### src/rtl/core/ebc_pkg.sv
// Package for the environment block checker: sizes, item kind and status codes,
// configuration register indexes, shared structs and the bytewise CRC-32 update.
// Depends on nothing; every other file of the block refers to it by scoped names.
package ebc_pkg;

    // Block geometry.
    localparam int BLOCK_BYTES = 512;
    localparam int MAX_BLOCKS  = 128;
    localparam int POS_W       = $clog2(MAX_BLOCKS * BLOCK_BYTES);
    localparam int LEN_W       = POS_W + 1;

    // Header layout.
    localparam int HDR_BYTES    = 4;
    localparam int DATA_OFF_STD = 4;
    localparam int DATA_OFF_RED = 5;

    // Field widths.
    localparam int BYTE_W     = 8;
    localparam int KIND_W     = 3;
    localparam int STATUS_W   = 2;
    localparam int CRC_W      = 32;
    localparam int BLK_W      = 8;
    localparam int CFG_IDX_W  = 1;
    localparam int CFG_DATA_W = 8;

    // Byte kinds.
    localparam logic [KIND_W-1:0] KIND_HEADER   = 3'd0;
    localparam logic [KIND_W-1:0] KIND_FLAG     = 3'd1;
    localparam logic [KIND_W-1:0] KIND_NAME     = 3'd2;
    localparam logic [KIND_W-1:0] KIND_EQUALS   = 3'd3;
    localparam logic [KIND_W-1:0] KIND_VALUE    = 3'd4;
    localparam logic [KIND_W-1:0] KIND_PAIR_END = 3'd5;
    localparam logic [KIND_W-1:0] KIND_IGNORED  = 3'd6;

    // Final status codes.
    localparam logic [STATUS_W-1:0] ST_OK      = 2'd0;
    localparam logic [STATUS_W-1:0] ST_CRC_BAD = 2'd1;
    localparam logic [STATUS_W-1:0] ST_FORMAT  = 2'd2;

    // Configuration register indexes.
    localparam logic [CFG_IDX_W-1:0] CFG_NUM_BLOCKS = 1'b0;
    localparam logic [CFG_IDX_W-1:0] CFG_REDUNDANT  = 1'b1;

    // Special byte values.
    localparam logic [BYTE_W-1:0] CHAR_EQUALS = 8'h3D;
    localparam logic [BYTE_W-1:0] CHAR_NUL    = 8'h00;

    // CRC-32, reflected form.
    localparam logic [CRC_W-1:0] CRC_POLY = 32'hEDB88320;
    localparam logic [CRC_W-1:0] CRC_INIT = 32'hFFFFFFFF;

    // Configuration as seen by the front end.
    typedef struct packed {
        logic [BLK_W-1:0] num_blocks;
        logic             redundant;
    } t_cfg;

    // One classified item travelling from the front end to the back end.
    typedef struct packed {
        logic [BYTE_W-1:0] data_byte;
        logic [KIND_W-1:0] kind;
        logic              is_data;
        logic              done;
        logic              bad_format;
        logic [CRC_W-1:0]  header_crc;
    } t_q_item;

    // One byte step of the reflected CRC-32.
    function automatic logic [CRC_W-1:0] crc_byte(input logic [CRC_W-1:0] crc,
                                                  input logic [BYTE_W-1:0] b);
        logic [CRC_W-1:0] c;
        c = crc ^ {{(CRC_W-BYTE_W){1'b0}}, b};
        for (int i = 0; i < BYTE_W; i++) begin
            c = c[0] ? ((c >> 1) ^ CRC_POLY) : (c >> 1);
        end
        return c;
    endfunction

endpackage

### src/rtl/core/ebc_in_if.sv
// Input channel of the environment block checker: valid, ready and one data byte.
// Depends on ebc_pkg for the field width.
interface ebc_in_if;
    logic                          valid;
    logic                          ready;
    logic [ebc_pkg::BYTE_W-1:0]    data_byte;

    modport source (output valid, output data_byte, input ready);
    modport sink   (input valid, input data_byte, output ready);
endinterface

### src/rtl/core/ebc_out_if.sv
// Output channel of the environment block checker: valid, ready and the result fields.
// Depends on ebc_pkg for the field widths.
interface ebc_out_if;
    logic                          valid;
    logic                          ready;
    logic [ebc_pkg::BYTE_W-1:0]    out_byte;
    logic [ebc_pkg::KIND_W-1:0]    byte_kind;
    logic                          block_done;
    logic [ebc_pkg::STATUS_W-1:0]  status;
    logic [ebc_pkg::CRC_W-1:0]     stored_crc;
    logic [ebc_pkg::CRC_W-1:0]     computed_crc;

    modport source (output valid, output out_byte, output byte_kind, output block_done,
                    output status, output stored_crc, output computed_crc, input ready);
    modport sink   (input valid, input out_byte, input byte_kind, input block_done,
                    input status, input stored_crc, input computed_crc, output ready);
endinterface

### src/rtl/core/ebc_front.sv
// Front end: accepts bytes, tracks the block position and the name/value parser,
// tags each item and pushes it into the queue. Depends on ebc_pkg and ebc_in_if.
module ebc_front (
    input  logic              i_clk,
    input  logic              i_rst_n,
    input  ebc_pkg::t_cfg     i_cfg,
    ebc_in_if.sink            i_in,
    input  logic              i_q_ready,
    output logic              o_push,
    output ebc_pkg::t_q_item  o_item
);

    // Parser phases.
    localparam logic [1:0] PH_NAME_START = 2'd0;
    localparam logic [1:0] PH_NAME       = 2'd1;
    localparam logic [1:0] PH_VALUE      = 2'd2;

    logic [ebc_pkg::POS_W-1:0] r_pos;
    logic [1:0]                r_phase;
    logic                      r_fmt_err;
    logic                      r_list_end;
    logic [ebc_pkg::CRC_W-1:0] r_hdr;

    logic [ebc_pkg::POS_W-1:0]  n_pos;
    logic [1:0]                 n_phase;
    logic                       n_fmt_err;
    logic                       n_list_end;
    logic [ebc_pkg::CRC_W-1:0]  n_hdr;

    logic [ebc_pkg::BYTE_W-1:0] b;
    logic [ebc_pkg::LEN_W-1:0]  blocks;
    logic [ebc_pkg::LEN_W-1:0]  len;
    logic [ebc_pkg::POS_W-1:0]  last_pos;
    logic [ebc_pkg::POS_W-1:0]  data_off;
    logic                       is_hdr;
    logic                       is_flag;
    logic                       done;
    logic [ebc_pkg::KIND_W-1:0] kind;
    logic                       accept;

    assign b          = i_in.data_byte;
    assign i_in.ready = i_q_ready;
    assign accept     = i_in.valid && i_q_ready;
    assign o_push     = accept;

    // Clamp the block count and find the position of the last byte.
    always_comb begin
        if (i_cfg.num_blocks == '0) begin
            blocks = ebc_pkg::LEN_W'(1);
        end else if (int'(i_cfg.num_blocks) > ebc_pkg::MAX_BLOCKS) begin
            blocks = ebc_pkg::LEN_W'(ebc_pkg::MAX_BLOCKS);
        end else begin
            blocks = ebc_pkg::LEN_W'(i_cfg.num_blocks);
        end
        len      = blocks * ebc_pkg::LEN_W'(ebc_pkg::BLOCK_BYTES);
        last_pos = ebc_pkg::POS_W'(len - ebc_pkg::LEN_W'(1));
        data_off = i_cfg.redundant ? ebc_pkg::POS_W'(ebc_pkg::DATA_OFF_RED)
                                   : ebc_pkg::POS_W'(ebc_pkg::DATA_OFF_STD);
    end

    assign is_hdr  = r_pos < ebc_pkg::POS_W'(ebc_pkg::HDR_BYTES);
    assign is_flag = !is_hdr && (r_pos < data_off);
    assign done    = r_pos >= last_pos;

    // Classify the byte and work out the next parser state.
    always_comb begin
        n_phase    = r_phase;
        n_fmt_err  = r_fmt_err;
        n_list_end = r_list_end;
        n_hdr      = r_hdr;
        kind       = ebc_pkg::KIND_IGNORED;
        if (is_hdr) begin
            kind  = ebc_pkg::KIND_HEADER;
            n_hdr = r_hdr | (ebc_pkg::CRC_W'(b) << {r_pos[1:0], 3'b000});
        end else if (is_flag) begin
            kind = ebc_pkg::KIND_FLAG;
        end else if (r_fmt_err || r_list_end) begin
            kind = ebc_pkg::KIND_IGNORED;
        end else begin
            case (r_phase)
                PH_NAME_START: begin
                    if (b == ebc_pkg::CHAR_NUL) begin
                        kind       = ebc_pkg::KIND_PAIR_END;
                        n_list_end = 1'b1;
                    end else begin
                        kind    = ebc_pkg::KIND_NAME;
                        n_phase = PH_NAME;
                    end
                end
                PH_NAME: begin
                    if (b == ebc_pkg::CHAR_NUL) begin
                        kind      = ebc_pkg::KIND_IGNORED;
                        n_fmt_err = 1'b1;
                    end else if (b == ebc_pkg::CHAR_EQUALS) begin
                        kind    = ebc_pkg::KIND_EQUALS;
                        n_phase = PH_VALUE;
                    end else begin
                        kind = ebc_pkg::KIND_NAME;
                    end
                end
                default: begin
                    if (b == ebc_pkg::CHAR_NUL) begin
                        kind    = ebc_pkg::KIND_PAIR_END;
                        n_phase = PH_NAME_START;
                    end else begin
                        kind = ebc_pkg::KIND_VALUE;
                    end
                end
            endcase
        end
        n_pos = r_pos + ebc_pkg::POS_W'(1);
    end

    // Item handed to the back end.
    always_comb begin
        o_item.data_byte  = b;
        o_item.kind       = kind;
        o_item.is_data    = !is_hdr && !is_flag;
        o_item.done       = done;
        o_item.bad_format = n_fmt_err || (!n_list_end && (n_phase != PH_NAME_START));
        o_item.header_crc = n_hdr;
    end

    // Parser state; everything returns to its reset value after the last byte.
    always_ff @(posedge i_clk) begin
        if (!i_rst_n) begin
            r_pos      <= '0;
            r_phase    <= PH_NAME_START;
            r_fmt_err  <= 1'b0;
            r_list_end <= 1'b0;
            r_hdr      <= '0;
        end else if (accept) begin
            if (done) begin
                r_pos      <= '0;
                r_phase    <= PH_NAME_START;
                r_fmt_err  <= 1'b0;
                r_list_end <= 1'b0;
                r_hdr      <= '0;
            end else begin
                r_pos      <= n_pos;
                r_phase    <= n_phase;
                r_fmt_err  <= n_fmt_err;
                r_list_end <= n_list_end;
                r_hdr      <= n_hdr;
            end
        end
    end

    // A format error and the list end exclude each other.
    a_err_xor_end: assert property (@(posedge i_clk) disable iff (!i_rst_n)
        !(r_fmt_err && r_list_end))
        else $error("format error and list end both set");

    // Each accepted byte that does not end the block advances the position by one.
    a_pos_step: assert property (@(posedge i_clk) disable iff (!i_rst_n)
        (accept && !done) |=> (r_pos == $past(r_pos) + ebc_pkg::POS_W'(1)))
        else $error("position did not advance");

endmodule

### src/rtl/core/ebc_queue.sv
// Two-entry queue between the front end and the back end, so each side stalls on its own.
// Depends on ebc_pkg for the item struct.
module ebc_queue (
    input  logic              i_clk,
    input  logic              i_rst_n,
    input  logic              i_push,
    input  ebc_pkg::t_q_item  i_item,
    output logic              o_ready,
    output logic              o_valid,
    output ebc_pkg::t_q_item  o_item,
    input  logic              i_pop
);

    ebc_pkg::t_q_item r_slot [2];
    logic             r_wr;
    logic             r_rd;
    logic [1:0]       r_count;

    assign o_ready = r_count != 2'd2;
    assign o_valid = r_count != 2'd0;
    assign o_item  = r_slot[r_rd];

    // Item storage.
    always_ff @(posedge i_clk) begin
        if (i_push) begin
            r_slot[r_wr] <= i_item;
        end
    end

    // Pointers and fill count.
    always_ff @(posedge i_clk) begin
        if (!i_rst_n) begin
            r_wr    <= 1'b0;
            r_rd    <= 1'b0;
            r_count <= 2'd0;
        end else begin
            if (i_push) begin
                r_wr <= ~r_wr;
            end
            if (i_pop) begin
                r_rd <= ~r_rd;
            end
            case ({i_push, i_pop})
                2'b10:   r_count <= r_count + 2'd1;
                2'b01:   r_count <= r_count - 2'd1;
                default: r_count <= r_count;
            endcase
        end
    end

    // The fill count never passes the depth and never underflows.
    a_count_range: assert property (@(posedge i_clk) disable iff (!i_rst_n)
        (r_count <= 2'd2) && !(i_pop && r_count == 2'd0))
        else $error("queue fill count out of range");

endmodule

### src/rtl/core/ebc_back.sv
// Back end: runs the CRC-32 over the data bytes, forms the final status and holds
// each result item in an output register. Depends on ebc_pkg and ebc_out_if.
module ebc_back (
    input  logic              i_clk,
    input  logic              i_rst_n,
    input  logic              i_q_valid,
    input  ebc_pkg::t_q_item  i_item,
    output logic              o_pop,
    ebc_out_if.source         o_out
);

    logic [ebc_pkg::CRC_W-1:0]    r_crc;
    logic                         r_valid;
    logic [ebc_pkg::BYTE_W-1:0]   r_byte;
    logic [ebc_pkg::KIND_W-1:0]   r_kind;
    logic                         r_done;
    logic [ebc_pkg::STATUS_W-1:0] r_status;
    logic [ebc_pkg::CRC_W-1:0]    r_stored;
    logic [ebc_pkg::CRC_W-1:0]    r_computed;

    logic [ebc_pkg::CRC_W-1:0]    n_crc;
    logic [ebc_pkg::CRC_W-1:0]    computed;
    logic [ebc_pkg::STATUS_W-1:0] status;

    assign o_pop = i_q_valid && (!r_valid || o_out.ready);

    // CRC update and status decision for the item at the head of the queue.
    always_comb begin
        n_crc    = i_item.is_data ? ebc_pkg::crc_byte(r_crc, i_item.data_byte) : r_crc;
        computed = ~n_crc;
        if (computed != i_item.header_crc) begin
            status = ebc_pkg::ST_CRC_BAD;
        end else if (i_item.bad_format) begin
            status = ebc_pkg::ST_FORMAT;
        end else begin
            status = ebc_pkg::ST_OK;
        end
    end

    // Running CRC; it restarts after the last byte of a block.
    always_ff @(posedge i_clk) begin
        if (!i_rst_n) begin
            r_crc <= ebc_pkg::CRC_INIT;
        end else if (o_pop) begin
            r_crc <= i_item.done ? ebc_pkg::CRC_INIT : n_crc;
        end
    end

    // Output register valid flag.
    always_ff @(posedge i_clk) begin
        if (!i_rst_n) begin
            r_valid <= 1'b0;
        end else if (o_pop) begin
            r_valid <= 1'b1;
        end else if (o_out.ready) begin
            r_valid <= 1'b0;
        end
    end

    // Output register payload; the report fields are zero except on the last byte.
    always_ff @(posedge i_clk) begin
        if (o_pop) begin
            r_byte     <= i_item.data_byte;
            r_kind     <= i_item.kind;
            r_done     <= i_item.done;
            r_status   <= i_item.done ? status : ebc_pkg::ST_OK;
            r_stored   <= i_item.done ? i_item.header_crc : '0;
            r_computed <= i_item.done ? computed : '0;
        end
    end

    assign o_out.valid        = r_valid;
    assign o_out.out_byte     = r_byte;
    assign o_out.byte_kind    = r_kind;
    assign o_out.block_done   = r_done;
    assign o_out.status       = r_status;
    assign o_out.stored_crc   = r_stored;
    assign o_out.computed_crc = r_computed;

    // After the last byte of a block the CRC starts again from all ones.
    a_crc_restart: assert property (@(posedge i_clk) disable iff (!i_rst_n)
        (o_pop && i_item.done) |=> (r_crc == ebc_pkg::CRC_INIT))
        else $error("CRC not restarted after block end");

endmodule

### src/rtl/core/env_block_checker_unit.sv
// Top level of the environment block checker: configuration registers and the
// front end, queue and back end. Depends on ebc_pkg, ebc_in_if, ebc_out_if and the submodules.
//
// The checker takes one byte of an environment block per clock cycle while the queue
// has room, and returns one result item per byte. An accepted byte is written into the
// queue, then popped into the output register, which offers its result item on the
// output; new bytes can be accepted while earlier ones are in flight. The front end
// classifies each byte against the position and the name/value parser state in the
// cycle it is accepted; the back end applies a bytewise CRC-32 update and holds the
// result in an output register. A two-entry queue lets either side stall without
// stopping the other; together with the output register it holds three items, and the
// input stalls only once all three are waiting. The last byte of a block of the
// configured number of 512-byte blocks carries the status, the stored CRC and the
// computed CRC; the next byte starts a new block. The user must write configuration
// only while no items are in flight; the block itself does not enforce it.
module env_block_checker_unit (
    input  logic                              i_clk,
    input  logic                              i_rst_n,
    input  logic                              i_cfg_we,
    input  logic [ebc_pkg::CFG_IDX_W-1:0]     i_cfg_idx,
    input  logic [ebc_pkg::CFG_DATA_W-1:0]    i_cfg_data,
    ebc_in_if.sink                            i_in,
    ebc_out_if.source                         o_out
);

    logic [ebc_pkg::BLK_W-1:0] r_num_blocks;
    logic                      r_redundant;

    ebc_pkg::t_cfg    cfg;
    ebc_pkg::t_q_item front_item;
    ebc_pkg::t_q_item queue_item;
    logic             push;
    logic             q_ready;
    logic             q_valid;
    logic             pop;

    // Configuration registers.
    always_ff @(posedge i_clk) begin
        if (!i_rst_n) begin
            r_num_blocks <= ebc_pkg::BLK_W'(1);
            r_redundant  <= 1'b0;
        end else if (i_cfg_we) begin
            case (i_cfg_idx)
                ebc_pkg::CFG_NUM_BLOCKS: r_num_blocks <= i_cfg_data[ebc_pkg::BLK_W-1:0];
                ebc_pkg::CFG_REDUNDANT:  r_redundant  <= i_cfg_data[0];
                default:                 r_redundant  <= r_redundant;
            endcase
        end
    end

    assign cfg.num_blocks = r_num_blocks;
    assign cfg.redundant  = r_redundant;

    ebc_front u_front (
        .i_clk     (i_clk),
        .i_rst_n   (i_rst_n),
        .i_cfg     (cfg),
        .i_in      (i_in),
        .i_q_ready (q_ready),
        .o_push    (push),
        .o_item    (front_item)
    );

    ebc_queue u_queue (
        .i_clk   (i_clk),
        .i_rst_n (i_rst_n),
        .i_push  (push),
        .i_item  (front_item),
        .o_ready (q_ready),
        .o_valid (q_valid),
        .o_item  (queue_item),
        .i_pop   (pop)
    );

    ebc_back u_back (
        .i_clk     (i_clk),
        .i_rst_n   (i_rst_n),
        .i_q_valid (q_valid),
        .i_item    (queue_item),
        .o_pop     (pop),
        .o_out     (o_out)
    );

endmodule
### src/flat_wrapper.sv
// flat-port wrapper written by rule: the top's interface ports become plain ports
module env_block_checker_unit_flat 
  (i_clk, i_rst_n, i_cfg_we, i_cfg_idx, i_cfg_data, i_in_valid, i_in_data_byte, i_in_ready, o_out_valid, o_out_out_byte, o_out_byte_kind, o_out_block_done, o_out_status, o_out_stored_crc, o_out_computed_crc, o_out_ready);
  ebc_in_if i_in_i ();
  ebc_out_if o_out_i ();
  input  logic i_clk;
  input  logic i_rst_n;
  input  logic i_cfg_we;
  input  logic [ebc_pkg::CFG_IDX_W-1:0] i_cfg_idx;
  input  logic [ebc_pkg::CFG_DATA_W-1:0] i_cfg_data;
  input wire logic [$bits(i_in_i.valid)-1:0] i_in_valid;
  input wire logic [$bits(i_in_i.data_byte)-1:0] i_in_data_byte;
  output wire logic [$bits(i_in_i.ready)-1:0] i_in_ready;
  output wire logic [$bits(o_out_i.valid)-1:0] o_out_valid;
  output wire logic [$bits(o_out_i.out_byte)-1:0] o_out_out_byte;
  output wire logic [$bits(o_out_i.byte_kind)-1:0] o_out_byte_kind;
  output wire logic [$bits(o_out_i.block_done)-1:0] o_out_block_done;
  output wire logic [$bits(o_out_i.status)-1:0] o_out_status;
  output wire logic [$bits(o_out_i.stored_crc)-1:0] o_out_stored_crc;
  output wire logic [$bits(o_out_i.computed_crc)-1:0] o_out_computed_crc;
  input wire logic [$bits(o_out_i.ready)-1:0] o_out_ready;
  assign i_in_i.valid = i_in_valid;
  assign i_in_i.data_byte = i_in_data_byte;
  assign i_in_ready = i_in_i.ready;
  assign o_out_valid = o_out_i.valid;
  assign o_out_out_byte = o_out_i.out_byte;
  assign o_out_byte_kind = o_out_i.byte_kind;
  assign o_out_block_done = o_out_i.block_done;
  assign o_out_status = o_out_i.status;
  assign o_out_stored_crc = o_out_i.stored_crc;
  assign o_out_computed_crc = o_out_i.computed_crc;
  assign o_out_i.ready = o_out_ready;
  env_block_checker_unit u_core (.i_clk(i_clk), .i_rst_n(i_rst_n), .i_cfg_we(i_cfg_we), .i_cfg_idx(i_cfg_idx), .i_cfg_data(i_cfg_data), .i_in(i_in_i), .o_out(o_out_i));
endmodule
### config.mk
export PLATFORM = sky130hd
export DESIGN_NAME = env_block_checker_unit_flat
export DESIGN_NICKNAME = d
export VERILOG_FILES = /design/src/rtl/core/ebc_pkg.sv /design/src/rtl/core/ebc_in_if.sv /design/src/rtl/core/ebc_out_if.sv /design/src/rtl/core/ebc_front.sv /design/src/rtl/core/ebc_queue.sv /design/src/rtl/core/ebc_back.sv /design/src/rtl/core/env_block_checker_unit.sv /design/src/flat_wrapper.sv
export SDC_FILE = /design/constraint.sdc
export NUM_CORES = 1
export LEC_CHECK = 0
export ABC_CLOCK_PERIOD_IN_PS = 7600
export BUFFER_PORTS_ARGS = -buffer_cell sky130_fd_sc_hd__buf_2
export CAP_MARGIN = 10
export CELL_PAD_IN_SITES_DETAIL_PLACEMENT = 1
export CELL_PAD_IN_SITES_GLOBAL_PLACEMENT = 2
export CORE_UTILIZATION = 40
export DETAILED_ROUTE_END_ITERATION = 16
export PLACE_DENSITY = 0.8
export SLEW_MARGIN = 20
export SYNTH_ARGS = -nofsm -noshare
export SYNTH_HDL_FRONTEND = slang
export SYNTH_SLANG_ARGS = --single-unit
### constraint.sdc
create_clock -name i_clk -period 7.6 [get_ports i_clk]
set_clock_uncertainty 0.15 [all_clocks]
set_input_delay 0 -clock i_clk [delete_from_list [all_inputs] [get_ports i_clk]]
set_output_delay 0 -clock i_clk [all_outputs]
set_load 0.005 [all_outputs]
==> out/qor.yml, run 1 <==
grt_overflow_total: 0
sw_frac_of_total_pct: 39.3
clk_latency_ns: 0.57
switchingPower_mw: 2.84
ys.flop_type: "edfxtp_1"
outcome: "complete, but fails checks"
pwr-share-clk_pct: 20.8
post_cts_resize_count: 0
syn_inst: 1113
path_max_fanout: 27
grt_first_pass_wirelength_um: 58500
dp_hpwl_um: 26800
vias_per_cell: 5.44
grt_usage_pct: 23.8
cts_setup_buffers: 0
diodes: 0
critPathMaxStageDelay_ns: 0.58
design.core.area_um2: 30800
ir_drop_mv: 0.193
num_rows: 64
p_int_mw: 4.39
antenna_found_initial: 0
setup_viol: 0
ys_warn_count: 0
path_buf_inv: 1
finalNetCount: 1278
async_flop_share_pct: 0
slew_violations: 0
die_y_um: 180
worstMarginPinSlew_ns: 1.04
grt_pass1_vias: 9489
cap_violations: 0
cts_buffers: 30
maxSlewHeadroom_pct: 30.4
num_vias: 9067
post-route-period-util_pct: 53.8
die_w_um: 180
startpoint_type: "flip-flop"
worst_setup_path_end_kind: "flip-flop"
synth.largest_area_cell: "edfxtp_1"
worstPathArrival_ns: 4.25
synth_nets: 1145
grt_max_degree: 71
gp_congestion: 0.899
cts.sinks: 269
cts_root_buf: "clkbuf_16"
htree_levels: 1
cts_tree: "yes"
die_area_um2: 32300
rsz0062_at_grt: "false"
clockBufferDepth: 3
clkTransAtPathRegs_ns: 0.07
yosysUniqueCellTypes: 62
n_fill_cell: 3278
synth_top_cell_area_share_pct: 40.4
wl_per_cell_um: 23.0
cp_slowest_cell: "dfxtp_2"
area_delta_synth_final_pct: 18.5
min_period_ns: 4.09
dr.first_iter.drc_count: 682
powerDensity_nw_per_um2: 482
synth-seq-area-share_pct: 56.1
postRouteAntennaNets: 0
p_comb_share_pct: 46.4
initial_core_util_pct: 41.0
port_buffers: 101
drc: 7
path_class: "flip-flop to flip-flop"
cellLeakagePower_nw: 6.01
first_pass_iters: 11
fmax_ghz: 0.245
synth_area_um2: 12600
violations: "DRC"
path_delay_family: "multiplexers"
hp-class: "primary input to flip-flop"
multi_input_area_um2: 5270
routed_wl_um: 38300
hold_buffers: 38
required_ns: 7.76
cp_cell_sequence: "buf_4 -> mux2i_2 -> xnor2_4 -> xnor2_2 -> xnor2_1 -> mux2_1 -> a2111o_1 -> nor4_1 -> nand4_1 -> o31a_1"
syn_avg_cell_area_um2: 11.4
ys_ff_latch: 269
seq_area_um2: 7090
seqPwrFrac_pct: 32.8
synth.area.top_cells: "edfxtp_1, dfxtp_1, nor2_1"
finalSetupTns_ns: 0
utilization_pct: 48.6
finalHoldViolations: 0
io_pins: 102
drive_above_1_share_pct: 16.1
synth-edff-count: 170
==> path summary, 6_finish.rpt <==
kind,cells past startpoint,end,slack (ns),from
max reg2reg,10,u_core.u_back.o_out.status[0],3.51,flip-flop
min,2,u_core.u_queue.r_slot[0][38],0.23,i_in_data_byte[0]
min reg2reg,2,u_core.u_front.r_hdr[9],0.32,u_core.u_front.r_hdr[9]
max,10,u_core.u_back.o_out.status[0],3.51,flip-flop
==> routing by layer <==
layer  share of wire [%]  GRT usage [%]  vias to the layer above  wire (um)
li1                    -              -                     4238          -
met5                   0              0                        -          0
met3                 3.8           2.84                       48       1440
met2                  49           40.7                      196      18600
met1                  46           32.2                     4585      17500
met4                 2.1           5.59                        0        791
==> through the flow <==
stage	power, mW	hold WS (ns)	worst slack, ns	area [um^2]	instances
final	7.23	0.232	3.51	15000	1666
after detailed placement	5.72	0.0940	3.52	13600	1572
after global routing	7.60	0.237	3.22	15000	1666
after global placement	5.67	0.0949	3.60	13600	1572
after CTS	7.26	0.188	3.49	15000	1666
after floorplan	4.58	-0.0511	1.71	12600	1113
==> power by group through the flow <==
stage	logic (mW)	registers [mW]	clock network [mW]
4_1_cts	3.35	2.38	1.53
6_report	3.35	2.37	1.50
3_3_place_gp	3.29	2.38	0
3_5_place_dp	3.32	2.40	0
2_1_floorplan	2.23	2.35	0
5_1_grt	3.59	2.42	1.58
==> synth_stat cells, types with 4 or more instances <==
| cell | count |
|---|---|
| mux2i_1 | 32 |
| nand2b_1 | 12 |
| o211ai_1 | 4 |
| nand4_1 | 7 |
| xnor2_4 | 7 |
| xnor2_1 | 54 |
| nor3_1 | 14 |
| inv_1 | 29 |
| and2_1 | 19 |
| a21o_1 | 35 |
| nand2_1 | 106 |
| edfxtp_1 | 170 |
| o21a_1 | 5 |
| a31oi_1 | 5 |
| clkbuf_1 | 44 |
| nor4_1 | 12 |
| xnor2_2 | 5 |
| buf_1 | 5 |
| o21ai_0 | 37 |
| o22ai_1 | 32 |
| a21boi_0 | 10 |
| ha_1 | 10 |
| mux2_2 | 12 |
| or3_1 | 6 |
| xnor3_1 | 20 |
| and3_1 | 9 |
| nand3_1 | 14 |
| dfxtp_1 | 99 |
| o2111ai_1 | 5 |
| nor2b_1 | 4 |
| a21oi_1 | 49 |
| nor2_1 | 154 |
| a211oi_1 | 7 |
| xor2_1 | 32 |
==> cell usage in the layout, fill, tap and decap left out, types with 35 or more instances in the layout <==
| cell | instances |
|---|---|
| a21o_1 | 35 |
| nand2_1 | 106 |
| a21oi_1 | 49 |
| dfxtp_1 | 98 |
| dlygate4sd3_1 | 38 |
| o21ai_0 | 37 |
| edfxtp_1 | 170 |
| nor2_1 | 152 |
| buf_2 | 101 |
| xnor2_1 | 54 |
==> cell families after synthesis <==
logic type | count (synthesis) | synth area share (%)
multiplexers | 52 | 4.67
adder cells (fa/ha/maj) | 10 | 0.990
buffers and inverters | 83 | 2.58
AO/OA/AOI/OAI | 209 | 10.6
flip-flops | 269 | 56.1
AND/OR/NAND/NOR | 370 | 13.0
XOR/XNOR | 120 | 12.1
==> layout make-up <==
type / instances / share of cell area, %
flip-flops and latches: 269 / 47.3
multi-input cells: 761 / 35.2
repair buffers: 155 / 6.71
clock buffers: 35 / 5.14
well taps: 396 / 3.31
clock inverters: 21 / 1.62
inverters: 29 / 0.727
==> flip-flops by register name, indices dropped and copies added (netlist names), 2 cells and up, named ones only <==
register,cells
u_core.u_queue.r_slot,92
u_core.u_back.o_out.computed_crc,32
u_core.u_back.o_out.stored_crc,32
u_core.u_back.r_crc,32
u_core.u_front.r_hdr,32
u_core.u_front.r_pos,16
u_core.r_num_blocks,8
u_core.u_back.o_out.out_byte,8
u_core.u_back.o_out.byte_kind,3
u_core.u_back.o_out.status,2
u_core.u_front.r_phase,2
u_core.u_queue.r_count,2
Note: power is estimated with default switching activity, not from simulation.
==> run 2: changes to the inputs <==
- ABC_AREA: unset -> 1
- ABC_CLOCK_PERIOD_IN_PS: 7600 -> 3500
- CORE_UTILIZATION: 40 -> 33
- PLACE_DENSITY: 0.8 -> 0.77
- clock period: 7.6 -> 3.5 ns (I/O delays scaled with it)
==> run 2 against run 1 <==
Effect of this change:
- the flow now finishes without violations
- critical path depth up 10
- sequential share of layout area down 2.3 points
- global-route usage down 2.1 points
- critical path type unchanged
- highest routed layer unchanged
==> out/qor.yml, run 2 <==
outcome: "finished clean"
hold_slack_ns: 0.0877
die_area_um2: 40000
num_vias: 10997
finalSetupTns_ns: 0
cts_setup_buffers: 0
path_max_fanout: 10
design.core.area_um2: 38600
worstMarginPinSlew_ns: 0.822
first_pass_iters: 5
grt_usage_pct: 21.7
finalPower_mw: 15.9
required_ns: 3.69
utilization_pct: 40.7
fmax_ghz: 0.311
htree_levels: 1
setup_viol: 0
num_rows: 72
die_w_um: 200
post-route-period-util_pct: 92.0
routed_wl_um: 42700
ys.flop_type: "edfxtp_1"
maxSlewHeadroom_pct: 44.6
seqPwrFrac_pct: 31.3
max_flop_register: "u_core.u_queue.r_slot"
netlist_top_cells_count: "nand2_1, nor2_1, edfxtp_1"
multi_input_area_um2: 5180
dr.first_iter.drc_count: 551
cp_cell_sequence: "inv_2 -> nand2_2 -> nand2_2 -> nand2_1 -> nand2_1 -> nand2_1 -> nand2_4 -> nand2_1 -> nand2_1 -> nand2_1 -> nand3_1 -> nand2_1 -> nor2_1 -> nand2_1 -> inv_1 -> nand2_1 -> nor2_1 -> nand3_1 -> nor2_1 -> nor2_1"
clkTransAtPathRegs_ns: 0.06
vias_per_cell: 4.92
finalHoldViolations: 0
slew_violations: 0
cp_slowest_cell: "nand2_1"
rrSetupSlack_ns: 0.28
wl_per_cell_um: 19.1
pwr-share-clk_pct: 20.9
syn_inst: 1528
drive_above_1_share_pct: 15.2
grt_max_degree: 64
grt_overflow_total: 0
initial_core_util_pct: 33.5
p_int_mw: 8.79
path_class: "flip-flop to flip-flop"
dp_hpwl_um: 30600
hp-class: "primary input to flip-flop"
cts_root_buf: "clkbuf_16"
synth.largest_area_cell: "edfxtp_1"
p_comb_share_pct: 47.8
async_flop_share_pct: 0
cellLeakagePower_nw: 6.99
synth-edff-count: 170
yosysUniqueCellTypes: 45
clk_latency_ns: 0.60
syn_avg_cell_area_um2: 8.47
clockBufferDepth: 3
seq_area_um2: 7090
path_common_cell: "nand2_1"
synth.area.top_cells: "edfxtp_1, dfxtp_1, nand2_1"
die_y_um: 200
diodes: 0
io_pins: 102
startpoint_type: "flip-flop"
port_buffers: 101
drc: 0
postRouteAntennaNets: 0
worst_setup_path_end_kind: "flip-flop"
antenna_found_initial: 0
ys_ff_latch: 269
n_fill_cell: 4581
synth.most_common_cell: "nand2_1"
worstPathArrival_ns: 3.41
area_delta_synth_final_pct: 21.6
cap_violations: 0
gp_congestion: 0.831
min_period_ns: 3.22
critPathMaxStageDelay_ns: 0.41
cts_tree: "yes"
cts.sinks: 269
cts_buffers: 31
design_area_um2: 15700
finalNetCount: 1722
sw_frac_of_total_pct: 44.6
place_area_um2: 14300
layout_commonest_cell: "nand2_1"
grt_first_pass_wirelength_um: 65300
synth-seq-area-share_pct: 54.8
ir_drop_mv: 0.505
synth_nets: 1560
final_cell_mix: "nand2_1, nor2_1, edfxtp_1"
grt_pass1_vias: 11374
synth_top_cell_area_share_pct: 39.5
ys_warn_count: 0
synth_area_um2: 12900
largest_reg_flops: 92
switchingPower_mw: 7.06
powerDensity_nw_per_um2: 1010
[run 2: changes by cell type in the layout (fill, tap and decap cells not counted), moves of 20 or more]
cell / change
xnor3_1: -20
xnor2_1: -50
mux2i_1: -20
nand3_1: +96
a21oi_1: -35
o21ai_0: +27
inv_1: +101
nor2_1: +27
nand2_1: +357
or2_2: +21
[run 2: through the flow]
stage                     std cells  worst slack [ns]
final                          2233             0.280
after detailed placement       2133             0.158
after CTS                      2233             0.136
after floorplan                1528             0.225
after global routing           2233           -0.0112
after global placement         2133             0.226
[run 2: worst max-delay path: cells and delay by family, from the launching register on]
kind / cells / cell delay [ns]
AND/OR/NAND/NOR: 18 / 2.29
flip-flops: 1 / 0.36
buffers and inverters: 2 / 0.18
[run 2: cell families (layout without fill, tap and decap cells)]
kind of cell	Yosys count	count (layout)	share of synthesized area, %
xor gates and xnor gates	18	18	1.22
DFF	269	269	54.8
and+or+nand+nor	857	857	28.1
buffers and inverters	187	374	5.73
muxes	11	11	0.851
AOI/OAI and AO/OA	176	176	8.37
adders and majority gates	10	10	0.967
[run 2: metal layers]
layer  routed length (um)  GRT usage (%)  part of all wire (%)
met5                    0              0                     0
met4                 1100           5.85                   2.6
met3                 1310           2.81                   3.1
met2                21400           38.6                    50
met1                18900           27.7                    44
[run 2: final cells by class]
| class | count | share of cell area [%] |
|---|---|---|
| Clock buffer | 41 | 5.30 |
| Clock inverter | 17 | 1.26 |
| Inverter | 134 | 3.20 |
| Multi-Input combinational cell | 1072 | 32.9 |
| Sequential cell | 269 | 45.1 |
| Tap cell | 518 | 4.12 |
| Timing Repair Buffer | 182 | 8.15 |
[run 2: repair_timing]
item	4_1_cts	5_1_grt
gates resized for setup	0	5
hold buffers	42	0
endpoints found under the setup margin	0	53
endpoints found under the hold margin	127	0
[run 2: path summary, 6_finish.rpt]
check,start,endpoint,cells past startpoint
max,flip-flop,u_core.u_back.o_out.status[0],20
min,i_in_data_byte[6],u_core.u_queue.r_slot[0][44],2
min reg2reg,u_core.u_queue.r_rd,u_core.u_queue.r_rd,1
max reg2reg,flip-flop,u_core.u_back.o_out.status[0],20
[run 2: power by group through the flow]
stage          clock (mW)  sequential (mW)  combinational [mW]
5_1_grt              3.50             5.06                8.47
2_1_floorplan           0             4.99                4.57
6_report             3.31             4.96                7.58
4_1_cts              3.39             4.98                7.63
3_5_place_dp            0             5.04                7.56
3_3_place_gp            0             5.01                7.43
